## config.mk

```make
export PLATFORM = sky130hd
export DESIGN_NAME = morse_pattern_keyer_flat
export DESIGN_NICKNAME = d
export VERILOG_FILES = /design/src/rtl/core/mpk_pkg.sv /design/src/rtl/core/mpk_if.sv /design/src/rtl/core/mpk_unit_reg.sv /design/src/rtl/core/mpk_load.sv /design/src/rtl/core/mpk_step_gen.sv /design/src/rtl/core/morse_pattern_keyer.sv /design/src/flat_wrapper.sv
export SDC_FILE = /design/constraint.sdc
export NUM_CORES = 1
export LEC_CHECK = 0
export BUFFER_PORTS_ARGS = -buffer_cell sky130_fd_sc_hd__buf_2
export CAP_MARGIN = 20
export CORE_UTILIZATION = 50
export DETAILED_ROUTE_END_ITERATION = 7
export GPL_TIMING_DRIVEN = 0
export PLACE_DENSITY = 0.78
export SETUP_SLACK_MARGIN = 0.15
export SLEW_MARGIN = 30
export SYNTH_ARGS = -nofsm -noshare
export SYNTH_HDL_FRONTEND = slang
export SYNTH_HIERARCHICAL = 1
export SYNTH_SLANG_ARGS = --single-unit
export TNS_END_PERCENT = 50
```

## constraint.sdc

```tcl
create_clock -name clock -period 3 [get_ports clock]
set_clock_uncertainty 0.1 [all_clocks]
set_input_delay 0 -clock clock [delete_from_list [all_inputs] [get_ports clock]]
set_output_delay 0 -clock clock [all_outputs]
set_load 0.05 [all_outputs]
```

## src/rtl/core/mpk_pkg.sv

```systemverilog
// Shared types and constants for the Morse pattern keyer.
// No dependencies; every other file of the block uses this package.
package mpk_pkg;

   localparam int UnitWidth     = 11;
   localparam int DurWidth      = 14;
   localparam int PatternWidth  = 8;
   localparam int ElemWidth     = PatternWidth - 1;
   localparam int CountWidth    = 3;

   localparam logic [UnitWidth-1:0] UnitReset = 11'd60;

   // Input opcodes
   localparam logic OP_CHAR  = 1'b0;
   localparam logic OP_SPACE = 1'b1;

   // Character in flight: elements still to send, counted down from the top.
   typedef struct packed {
      logic                  space;   // word-space command
      logic [ElemWidth-1:0]  elems;   // pattern bits below the marker
      logic [CountWidth-1:0] count;   // elements left to send
      logic                  gap;     // next result is the gap after a mark
   } stage_type;

   typedef struct packed {
      logic                key_on;
      logic [DurWidth-1:0] duration_ms;
      logic                last;
   } result_type;

endpackage

```

## src/rtl/core/mpk_if.sv

```systemverilog
// Channel interfaces of the Morse pattern keyer: request, response, csr.
// Depends on mpk_pkg for field widths.
interface mpk_req_if;
   logic                              valid;
   logic                              ready;
   logic                              opcode;
   logic [mpk_pkg::PatternWidth-1:0]  pattern;

   modport source (output valid, opcode, pattern, input ready);
   modport sink   (input valid, opcode, pattern, output ready);
endinterface

interface mpk_rsp_if;
   logic                          valid;
   logic                          ready;
   logic                          key_on;
   logic [mpk_pkg::DurWidth-1:0]  duration_ms;
   logic                          last;

   modport source (output valid, key_on, duration_ms, last, input ready);
   modport sink   (input valid, key_on, duration_ms, last, output ready);
endinterface

interface mpk_csr_if;
   logic                           valid;
   logic                           ready;
   logic [mpk_pkg::UnitWidth-1:0]  unit_ms;

   modport source (output valid, unit_ms, input ready);
   modport sink   (input valid, unit_ms, output ready);
endinterface

```

## src/rtl/core/mpk_unit_reg.sv

```systemverilog
// Unit length register of the keyer, written through the csr channel.
// Depends on mpk_pkg and mpk_csr_if.
module mpk_unit_reg (
   input  logic                           clock,
   input  logic                           reset,
   mpk_csr_if.sink                        csr,
   output logic [mpk_pkg::UnitWidth-1:0]  unit_ms
);
   import mpk_pkg::*;

   logic [UnitWidth-1:0] unit_ff;
   logic [UnitWidth-1:0] unit_in;

   assign csr.ready = 1'b1;
   assign unit_in   = (csr.valid) ? csr.unit_ms : unit_ff;

   always_ff @(posedge clock) begin
      if (reset) begin
         unit_ff <= UnitReset;
      end else begin
         unit_ff <= unit_in;
      end
   end

   assign unit_ms = unit_ff;
endmodule

```

## src/rtl/core/mpk_load.sv

```systemverilog
// Decodes an accepted request into the initial character state.
// Depends on mpk_pkg.
module mpk_load (
   input  logic                              opcode,
   input  logic [mpk_pkg::PatternWidth-1:0]  pattern,
   output mpk_pkg::stage_type                stage
);
   import mpk_pkg::*;

   logic [CountWidth-1:0] marker_pos;

   // Leading-one position; no marker or marker in bit 0 leaves no elements.
   always_comb begin
      marker_pos = '0;
      for (int i = 1; i < PatternWidth; i++) begin
         if (pattern[i]) begin
            marker_pos = CountWidth'(i);
         end
      end
   end

   always_comb begin
      stage.space = (opcode == OP_SPACE);
      stage.elems = pattern[ElemWidth-1:0];
      stage.count = marker_pos;
      stage.gap   = 1'b0;
   end
endmodule

```

## src/rtl/core/mpk_step_gen.sv

```systemverilog
// Produces the current result of the character in flight and its next state.
// Depends on mpk_pkg.
module mpk_step_gen (
   input  mpk_pkg::stage_type              stage,
   input  logic [mpk_pkg::UnitWidth-1:0]   unit_ms,
   output mpk_pkg::result_type             result,
   output mpk_pkg::stage_type              stage_next
);
   import mpk_pkg::*;

   logic [DurWidth-1:0]   dur_1;
   logic [DurWidth-1:0]   dur_2;
   logic [DurWidth-1:0]   dur_3;
   logic [DurWidth-1:0]   dur_7;
   logic [CountWidth-1:0] elem_idx;

   assign dur_1    = {{(DurWidth-UnitWidth){1'b0}}, unit_ms};
   assign dur_2    = dur_1 << 1;
   assign dur_3    = dur_2 + dur_1;
   assign dur_7    = (dur_1 << 3) - dur_1;
   assign elem_idx = stage.count - CountWidth'(1);

   always_comb begin
      stage_next = stage;
      result     = '0;
      if (stage.space) begin
         result.duration_ms = dur_7;
         result.last        = 1'b1;
      end else if (stage.count == '0) begin
         result.duration_ms = dur_2;
         result.last        = 1'b1;
      end else if (!stage.gap) begin
         // mark: dash for a one, dot for a zero
         result.key_on      = 1'b1;
         result.duration_ms = stage.elems[elem_idx] ? dur_3 : dur_1;
         stage_next.gap     = 1'b1;
      end else begin
         result.duration_ms = dur_1;
         stage_next.gap     = 1'b0;
         stage_next.count   = elem_idx;
      end
   end
endmodule

```

## src/rtl/core/morse_pattern_keyer.sv

```systemverilog
// Top level of the Morse pattern keyer.
// Depends on mpk_pkg, mpk_if, mpk_unit_reg, mpk_load and mpk_step_gen.
//
// Usage:
//  - req channel: one transfer per item. opcode 0 sends the marker-prefixed
//    pattern (bits below the highest one: 1 = dash, 0 = dot); opcode 1 is a
//    seven-unit word space and pattern is ignored.
//  - rsp channel: one transfer per key event (key_on, duration_ms). last
//    marks the closing key-off of the item.
//  - csr channel: writes unit_ms (ms per unit); always ready. Write only
//    while the block is idle.
// Timing:
//  - An item yields 2*N+1 results (N = elements, up to 7, so 1 to 15),
//    one per cycle unless rsp stalls; the item register steps once per result.
//  - The first result reaches rsp via the item and then the output register.
//  - The next item is taken in the same cycle its predecessor's last result
//    moves to the output register, so items follow back to back.
// Reset: synchronous; clears the item and output valid flags, unit_ms = 60.
// Stall: with rsp.valid high and rsp.ready low the output register holds and
// the item register does not advance; req.ready drops once it is full.
module morse_pattern_keyer (
   input  logic    clock,
   input  logic    reset,
   mpk_req_if.sink   req_bus,
   mpk_rsp_if.source rsp_bus,
   mpk_csr_if.sink   csr_bus
);
   import mpk_pkg::*;

   logic [UnitWidth-1:0] unit_ms;

   stage_type  stage_ff;
   stage_type  stage_in;
   stage_type  stage_load;
   stage_type  stage_step;
   logic       busy_ff;
   logic       busy_in;
   result_type result_ff;
   result_type result_in;
   result_type step_res;
   logic       out_valid_ff;
   logic       out_valid_in;

   logic advance;     // current result moves into the output register
   logic req_take;    // request transfer this cycle

   mpk_unit_reg u_unit_reg (
      .clock   (clock),
      .reset   (reset),
      .csr     (csr_bus),
      .unit_ms (unit_ms)
   );

   mpk_load u_load (
      .opcode  (req_bus.opcode),
      .pattern (req_bus.pattern),
      .stage   (stage_load)
   );

   mpk_step_gen u_step_gen (
      .stage      (stage_ff),
      .unit_ms    (unit_ms),
      .result     (step_res),
      .stage_next (stage_step)
   );

   assign advance       = busy_ff && (!out_valid_ff || rsp_bus.ready);
   assign req_bus.ready = !busy_ff || (advance && step_res.last);
   assign req_take      = req_bus.valid && req_bus.ready;

   // Item register: load on a transfer, otherwise step on each advance.
   always_comb begin
      stage_in = stage_ff;
      busy_in  = busy_ff;
      if (req_take) begin
         stage_in = stage_load;
         busy_in  = 1'b1;
      end else if (advance) begin
         stage_in = stage_step;
         busy_in  = !step_res.last;
      end
   end

   // Output register: fed by advance, drained by a rsp transfer.
   always_comb begin
      result_in    = result_ff;
      out_valid_in = out_valid_ff;
      if (advance) begin
         result_in    = step_res;
         out_valid_in = 1'b1;
      end else if (rsp_bus.ready) begin
         out_valid_in = 1'b0;
      end
   end

   always_ff @(posedge clock) begin
      if (reset) begin
         busy_ff      <= 1'b0;
         out_valid_ff <= 1'b0;
      end else begin
         busy_ff      <= busy_in;
         out_valid_ff <= out_valid_in;
      end
   end

   always_ff @(posedge clock) begin
      stage_ff  <= stage_in;
      result_ff <= result_in;
   end

   assign rsp_bus.valid       = out_valid_ff;
   assign rsp_bus.key_on      = result_ff.key_on;
   assign rsp_bus.duration_ms = result_ff.duration_ms;
   assign rsp_bus.last        = result_ff.last;

   // an accepted request always occupies the item register next cycle
   assert property (@(posedge clock) disable iff (reset)
      req_take |=> busy_ff)
      else $error("item register empty after request transfer");

   // a request is taken over a busy item only as that item finishes
   assert property (@(posedge clock) disable iff (reset)
      (req_take && busy_ff) |-> (advance && step_res.last))
      else $error("request overwrote an unfinished item");

   // every item closes with a key-off
   assert property (@(posedge clock) disable iff (reset)
      (out_valid_ff && result_ff.last) |-> !result_ff.key_on)
      else $error("last result is a key-on");

   // a key-on result is followed by a key-off of the same item
   assert property (@(posedge clock) disable iff (reset)
      (advance && step_res.key_on) |=> (busy_ff && stage_ff.gap))
      else $error("mark not followed by a gap");
endmodule
```

## src/flat_wrapper.sv

```systemverilog
// flat-port wrapper written by rule: the top's interface ports become plain ports
module morse_pattern_keyer_flat import mpk_pkg::*;
  (clock, reset, req_bus_valid, req_bus_opcode, req_bus_pattern, req_bus_ready, rsp_bus_valid, rsp_bus_key_on, rsp_bus_duration_ms, rsp_bus_last, rsp_bus_ready, csr_bus_valid, csr_bus_unit_ms, csr_bus_ready);
  mpk_req_if req_bus_i ();
  mpk_rsp_if rsp_bus_i ();
  mpk_csr_if csr_bus_i ();
  input  logic clock;
  input  logic reset;
  input wire logic [$bits(req_bus_i.valid)-1:0] req_bus_valid;
  input wire logic [$bits(req_bus_i.opcode)-1:0] req_bus_opcode;
  input wire logic [$bits(req_bus_i.pattern)-1:0] req_bus_pattern;
  output wire logic [$bits(req_bus_i.ready)-1:0] req_bus_ready;
  output wire logic [$bits(rsp_bus_i.valid)-1:0] rsp_bus_valid;
  output wire logic [$bits(rsp_bus_i.key_on)-1:0] rsp_bus_key_on;
  output wire logic [$bits(rsp_bus_i.duration_ms)-1:0] rsp_bus_duration_ms;
  output wire logic [$bits(rsp_bus_i.last)-1:0] rsp_bus_last;
  input wire logic [$bits(rsp_bus_i.ready)-1:0] rsp_bus_ready;
  input wire logic [$bits(csr_bus_i.valid)-1:0] csr_bus_valid;
  input wire logic [$bits(csr_bus_i.unit_ms)-1:0] csr_bus_unit_ms;
  output wire logic [$bits(csr_bus_i.ready)-1:0] csr_bus_ready;
  assign req_bus_i.valid = req_bus_valid;
  assign req_bus_i.opcode = req_bus_opcode;
  assign req_bus_i.pattern = req_bus_pattern;
  assign req_bus_ready = req_bus_i.ready;
  assign rsp_bus_valid = rsp_bus_i.valid;
  assign rsp_bus_key_on = rsp_bus_i.key_on;
  assign rsp_bus_duration_ms = rsp_bus_i.duration_ms;
  assign rsp_bus_last = rsp_bus_i.last;
  assign rsp_bus_i.ready = rsp_bus_ready;
  assign csr_bus_i.valid = csr_bus_valid;
  assign csr_bus_i.unit_ms = csr_bus_unit_ms;
  assign csr_bus_ready = csr_bus_i.ready;
  morse_pattern_keyer u_core (.clock(clock), .reset(reset), .req_bus(req_bus_i), .rsp_bus(rsp_bus_i), .csr_bus(csr_bus_i));
endmodule
```

==> impl_metrics.tcl, run 1 <==
set metrics [dict create \
    outcome "finished, final reports clean" \
    wirelength_mm 7.30 \
    critPathTopFamily "compound AO/OA/AOI/OAI gates" \
    synth-main-ff-cell "edfxtp_1" \
    max_cap_viol_count 0 \
    synth_edf_count 28 \
    core_mm2 0.00606 \
    antenna_found_initial 0 \
    vias_per_cell 5.54 \
    p_int_mw 1.41 \
    syn_area_mm2 0.00323 \
    report.final.slew_viol_count 0 \
    leakage_nw 1.68 \
    yosys_warnings 6 \
    initial_utilization 0.533 \
    cp.buffers_inverters 0 \
    grt_max_degree 18 \
    relSlewSlack 0.641 \
    grt-ovfl-total 0 \
    final_common_cell "buf_2" \
    synth_cell_types 62 \
    insertion_delay_ns 0.30 \
    p_per_area_mw_per_mm2 582 \
    grt_usage 0.229 \
    rows 28 \
    drcViolationCount 0 \
    ys_async_sr_fraction 0 \
    htree_levels 2 \
    numPortBuffers 40 \
    synthCells 334 \
    p_sw_uw 839 \
    cts_post_setup_buffers_inserted 0 \
    critPathRequiredTime_ns 3.01 \
    cts_root_buffer "clkbuf_8" \
    crit_path_start_kind "register" \
    via_count 2649 \
    preCtsSetupSlack_ns 0.202 \
    die_x_um 82.4 \
    wl_per_cell_um 15.3 \
    crit_type "register to register" \
    endpoint_kind "register" \
    worst_pin_slew_ns 0.538 \
    crit_chain "ha_1 > fa_1 > a21oi_1 > o2111ai_2 > o31ai_2 > o21ai_0 > or3_1 > a32oi_1" \
    switching_share 0.372 \
    seqPwrFrac 0.347 \
    clockBufferDepth 2 \
    rsz0062_at_grt "yes" \
    place_hpwl_mm 5.33 \
    grt_pass1_vias 2480 \
    r2r_slack_ns 0.19 \
    final_cell_mix "buf_2 (40), edfxtp_1 (28), ha_1 (26)" \
    firstDrtPassIters 6 \
    vdd.ir_drop.worst_mv 0.298 \
    antenna_left 0 \
    p_comb_frac 0.446 \
    max_freq_mhz 356 \
    total_power_mw 2.25 \
    period_minus_slack_ns 2.81 \
    die_height_um 82.4 \
    nets 454 \
    period_share 0.937 \
    cts_tree "done" \
    ios 44 \
    clkTransAtPathRegs_ns 0.08 \
    max_stage_delay_ns 0.41 \
    syn-num-nets 386 \
    diodes 0 \
    crit_slowest_cell "fa_1" \
    gp_congestion 0.914 \
    drt_iter0_markers 239 \
    power_frac_clock 0.208 \
    yosysSeqAreaShare 0.341 \
    worstPathMaxFanout 6 \
    finalSetupViolCount 0 \
    finalSetupTns_ns 0 \
    avgSynthCellArea_um2 9.67 \
    hold_viol 0 \
    synth_seq_cells 41 \
    min_path_type "primary input to register" \
    n_fill_cell 512 \
    clkSinkCount 41 \
    synthToLayoutAreaGrowth_pct 19.8 \
    grt_pass1_wl_mm 11.6 \
    cp.arrival_ns 2.82 \
    dieArea_mm2 0.00679 \
    drive_gt1_frac 0.248 \
    fin_ws_ns 0.188 \
    numCtsBuffers 5 \
]
per-stage QoR:
stage / hold slack [ns] / std cells / cell area (um^2) / utilization
after floorplan: -0.0309 / 334 / 3230 / -
after global placement: 0.111 / 449 / 3520 / 0.582
after detailed placement: 0.113 / 449 / 3520 / 0.582
after CTS: 0.0129 / 478 / 3850 / 0.635
after global routing: 0.0217 / 478 / 3870 / 0.639
final: 0.0175 / 478 / 3870 / 0.639
worst register-to-register path, stage by stage (launching register included):
cell       delay [ns]
dfxtp_1          0.39
ha_1             0.25
fa_1             0.41
a21oi_1          0.23
o2111ai_2        0.21
o31ai_2          0.27
o21ai_0          0.15
or3_1            0.32
a32oi_1          0.29
sequential cells by signal, indices dropped and copies added (netlist names):
name,flops
u_core/stage_ff,12
u_core/rsp_bus.key_on,1
u_core/rsp_bus.duration_ms,14
u_core/busy_ff,1
u_core/rsp_bus.last,1
u_core/u_unit_reg/unit_ms,11
u_core/rsp_bus.valid,1
synthesized netlist by cell type, types with 3 or more instances:
cell	number	share of area
a211o_2	4	0.012
a211oi_1	3	0.0070
a21o_1	3	0.0070
a21oi_1	21	0.033
a22o_1	5	0.014
a31oi_1	4	0.0077
buf_4	18	0.042
clkbuf_1	6	0.0070
dfxtp_1	13	0.081
edfxtp_1	28	0.26
ha_1	26	0.10
inv_1	25	0.029
mux2_2	3	0.010
mux2_4	9	0.042
mux2i_1	8	0.025
nand2_1	15	0.017
nand3_1	9	0.014
nor2_1	25	0.029
nor2b_1	5	0.0097
nor3_1	7	0.011
o211ai_1	5	0.012
o21a_1	6	0.014
o21ai_0	17	0.026
o21bai_1	4	0.0093
o31ai_1	3	0.0070
or3_1	3	0.0058
xnor2_1	12	0.033
xor2_1	5	0.014
metal layers:
metal,track usage,up-vias,wire (um)
met5,0,-,0
met4,0.0737,0,114
met3,0.0396,9,474
met2,0.385,106,3400
met1,0.297,1204,3310
li1,-,1330,-
path summary, 6_finish.rpt:
check                                            start                                       end  depth (start not counted)
max reg2reg  u_core/u_unit_reg/unit_ms[1]$_SDFFE_PP0P_  u_core/rsp_bus.duration_ms[11]$_DFFE_PP_                          8
max          u_core/u_unit_reg/unit_ms[1]$_SDFFE_PP0P_  u_core/rsp_bus.duration_ms[11]$_DFFE_PP_                          8
min reg2reg                u_core/busy_ff$_SDFFE_PP0P_         u_core/rsp_bus.valid$_SDFFE_PP0P_                          2
min                                 req_bus_pattern[1]              u_core/stage_ff[5]$_DFFE_PP_                          3
layout make-up:
cell class	count	area, um^2	area share
multi-input combinational	241	1870	0.483
tap	75	93.8	0.0242
buffer	26	180	0.0466
inverter	26	97.6	0.0252
sequential	41	1100	0.285
clock inverter	1	30.0	0.00776
clock buffer	7	86.3	0.0223
timing repair buffer	61	410	0.106
repair_timing:
action                     in CTS  in global routing
hold endpoints to repair       15                  0
gates resized for setup         0                  3
setup endpoints to repair       0                  3
hold buffers                   21                  0
kinds of logic after synthesis:
family / after synthesis / synth area share
DFF: 41 / 0.341
muxes: 21 / 0.0852
adders and majority gates: 27 / 0.107
and+or+nand+nor: 81 / 0.129
AOI/OAI and AO/OA: 93 / 0.204
buffers and inverters: 52 / 0.0860
xor gates and xnor gates: 17 / 0.0461
other: 2 / 0.00232
power by group through the flow:
stage / clock (mW) / sequential, mW / combinational (mW)
global placement: 0 / 0.788 / 0.924
finish: 0.468 / 0.780 / 1.00
detailed placement: 0 / 0.791 / 0.952
floorplan: 0 / 0.886 / 0.649
global route: 0.497 / 0.791 / 1.08
CTS: 0.477 / 0.779 / 0.981
No activity file was read; power rests on OpenSTA's default activity.
==> run 2: changes to the inputs <==
--- a/config.mk
+++ b/config.mk
@@ -10,7 +10,7 @@
 export CORE_UTILIZATION = 50
 export DETAILED_ROUTE_END_ITERATION = 7
 export GPL_TIMING_DRIVEN = 0
-export PLACE_DENSITY = 0.78
+export PLACE_DENSITY = 0.82
 export SETUP_SLACK_MARGIN = 0.15
 export SLEW_MARGIN = 30
 export SYNTH_ARGS = -nofsm -noshare
==> impl_metrics.tcl, run 2 (synthesis gave the netlist of run 1 again) <==
set metrics [dict create \
    outcome "finished, final reports clean" \
    grt_pass1_wl_mm 11.5 \
    crit_slowest_cell "fa_2" \
    ios 44 \
    final_common_cell "buf_2" \
    p_per_area_mw_per_mm2 591 \
    n_fill_cell 506 \
    drive_gt1_frac 0.261 \
    core_mm2 0.00606 \
    worstPathMaxFanout 6 \
    initial_utilization 0.533 \
    cts_tree "done" \
    clockBufferDepth 2 \
    grt-ovfl-total 0 \
    wirelength_mm 7.28 \
    min-delay-start "csr_bus_valid" \
    drcViolationCount 0 \
    crit_chain "ha_1 > fa_2 > a21oi_2 > o2111ai_2 > o31ai_2 > o21ai_1 > or3_1 > a32oi_2" \
    clkSinkCount 41 \
    grt_pass1_vias 2516 \
    fin_util 0.642 \
    gp_congestion 0.888 \
    die_height_um 82.4 \
    die_x_um 82.4 \
    cp.arrival_ns 2.70 \
    critPathTopFamily "compound AO/OA/AOI/OAI gates" \
    dieArea_mm2 0.00679 \
    r2r_start "u_core/u_unit_reg/unit_ms[0]$_SDFFE_PP0P_" \
    grt_max_degree 18 \
    firstDrtPassIters 5 \
    endpoint_kind "register" \
    crit_path_start_kind "register" \
    grt_usage 0.225 \
    cts_root_buffer "clkbuf_8" \
    reg2regPathDepth 8 \
    nets 453 \
    insertion_delay_ns 0.30 \
    rsz0062_at_grt "no" \
    leakage_nw 1.69 \
    max_freq_mhz 374 \
    final_cell_mix "buf_2 (40), edfxtp_1 (28), ha_1 (26)" \
    cp-startpoint "u_core/u_unit_reg/unit_ms[0]$_SDFFE_PP0P_" \
    max_cap_viol_count 0 \
    relSlewSlack 0.626 \
    min_path_type "primary input to register" \
    via_count 2718 \
    drt_iter0_markers 236 \
    diodes 0 \
    htree_levels 2 \
    wl_per_cell_um 15.3 \
    finalSetupTns_ns 0 \
    antenna_left 0 \
    vdd.ir_drop.worst_mv 0.391 \
    period_minus_slack_ns 2.67 \
    antenna_found_initial 0 \
    crit_type "register to register" \
    total_power_mw 2.30 \
    hold_viol 0 \
    worst_pin_slew_ns 0.561 \
    numPortBuffers 40 \
    holdPathStages 3 \
    cp.buffers_inverters 0 \
    max_stage_delay_ns 0.38 \
    path_depth 8 \
    period_share 0.891 \
    rows 28 \
    critPathRequiredTime_ns 3.03 \
    finalSetupViolCount 0 \
    report.final.slew_viol_count 0 \
    clkTransAtPathRegs_ns 0.08 \
    largest_reg_flops 14 \
    vias_per_cell 5.70 \
    place_hpwl_mm 5.27 \
    fin_ws_ns 0.327 \
    synthToLayoutAreaGrowth_pct 20.4 \
    numCtsBuffers 5 \
    preCtsSetupSlack_ns 0.135 \
]
[run 2: cell count changes in the layout (fill, tap and decap cells not counted), sizes merged]
cell	change
inv	+1
clkbuf	-1
dlygate4sd3	-1
[run 2: tightest hold or removal path, delay by kind of cell]
kind,cells,cell delay [ns]
simple gates,1,0.13
compound gates,1,0.11
buf+inv,1,0.14
[run 2: worst paths after layout]
path                                                             endpoint  slack, ns
worst max-delay path             u_core/rsp_bus.duration_ms[11]$_DFFE_PP_       0.33
worst min-delay path            u_core/u_unit_reg/unit_ms[4]$_SDFFE_PP1P_      0.009
worst max register to register   u_core/rsp_bus.duration_ms[11]$_DFFE_PP_       0.33
worst min register to register          u_core/rsp_bus.valid$_SDFFE_PP0P_       0.45
[run 2: metal layers]
layer,global-route usage,share of wire,vias to the layer above
met4,0.0807,0.016,0
met3,0.0341,0.062,11
met5,0,0,-
met2,0.359,0.47,112
li1,-,-,1333
met1,0.308,0.45,1262
[run 2: cell type report]
cell class | count | area, um^2 | area share
Buffer | 26 | 180 | 0.0463
Tap cell | 75 | 93.8 | 0.0241
Sequential cell | 41 | 1100 | 0.283
Clock inverter | 2 | 38.8 | 0.00997
Timing Repair Buffer | 60 | 400 | 0.103
Multi-Input combinational cell | 241 | 1880 | 0.484
Inverter | 26 | 97.6 | 0.0251
Clock buffer | 6 | 93.8 | 0.0241
[run 2: power by group]
group          internal (mW)  switching, mW
Clock                  0.302          0.213
Combinational          0.424          0.581
Sequential             0.719         0.0609
[run 2: stage by stage]
| step | cell area (um^2) | cells | hold slack, ns |
|---|---|---|---|
| after CTS | 3860 | 477 | 0.00145 |
| final | 3890 | 477 | 0.00920 |
| after global placement | 3520 | 449 | 0.110 |
| after floorplan | 3230 | 334 | -0.0309 |
| after global routing | 3890 | 477 | 0.0193 |
| after detailed placement | 3520 | 449 | 0.113 |
[run 2: what timing repair did]
item | in CTS | in global routing
resized for setup | 1 | 7
hold buffers | 20 | 0
pin swaps | 0 | 2
buffers inserted | 0 | 0
endpoints found under the setup margin | 1 | 1
hold endpoints to repair | 15 | 0
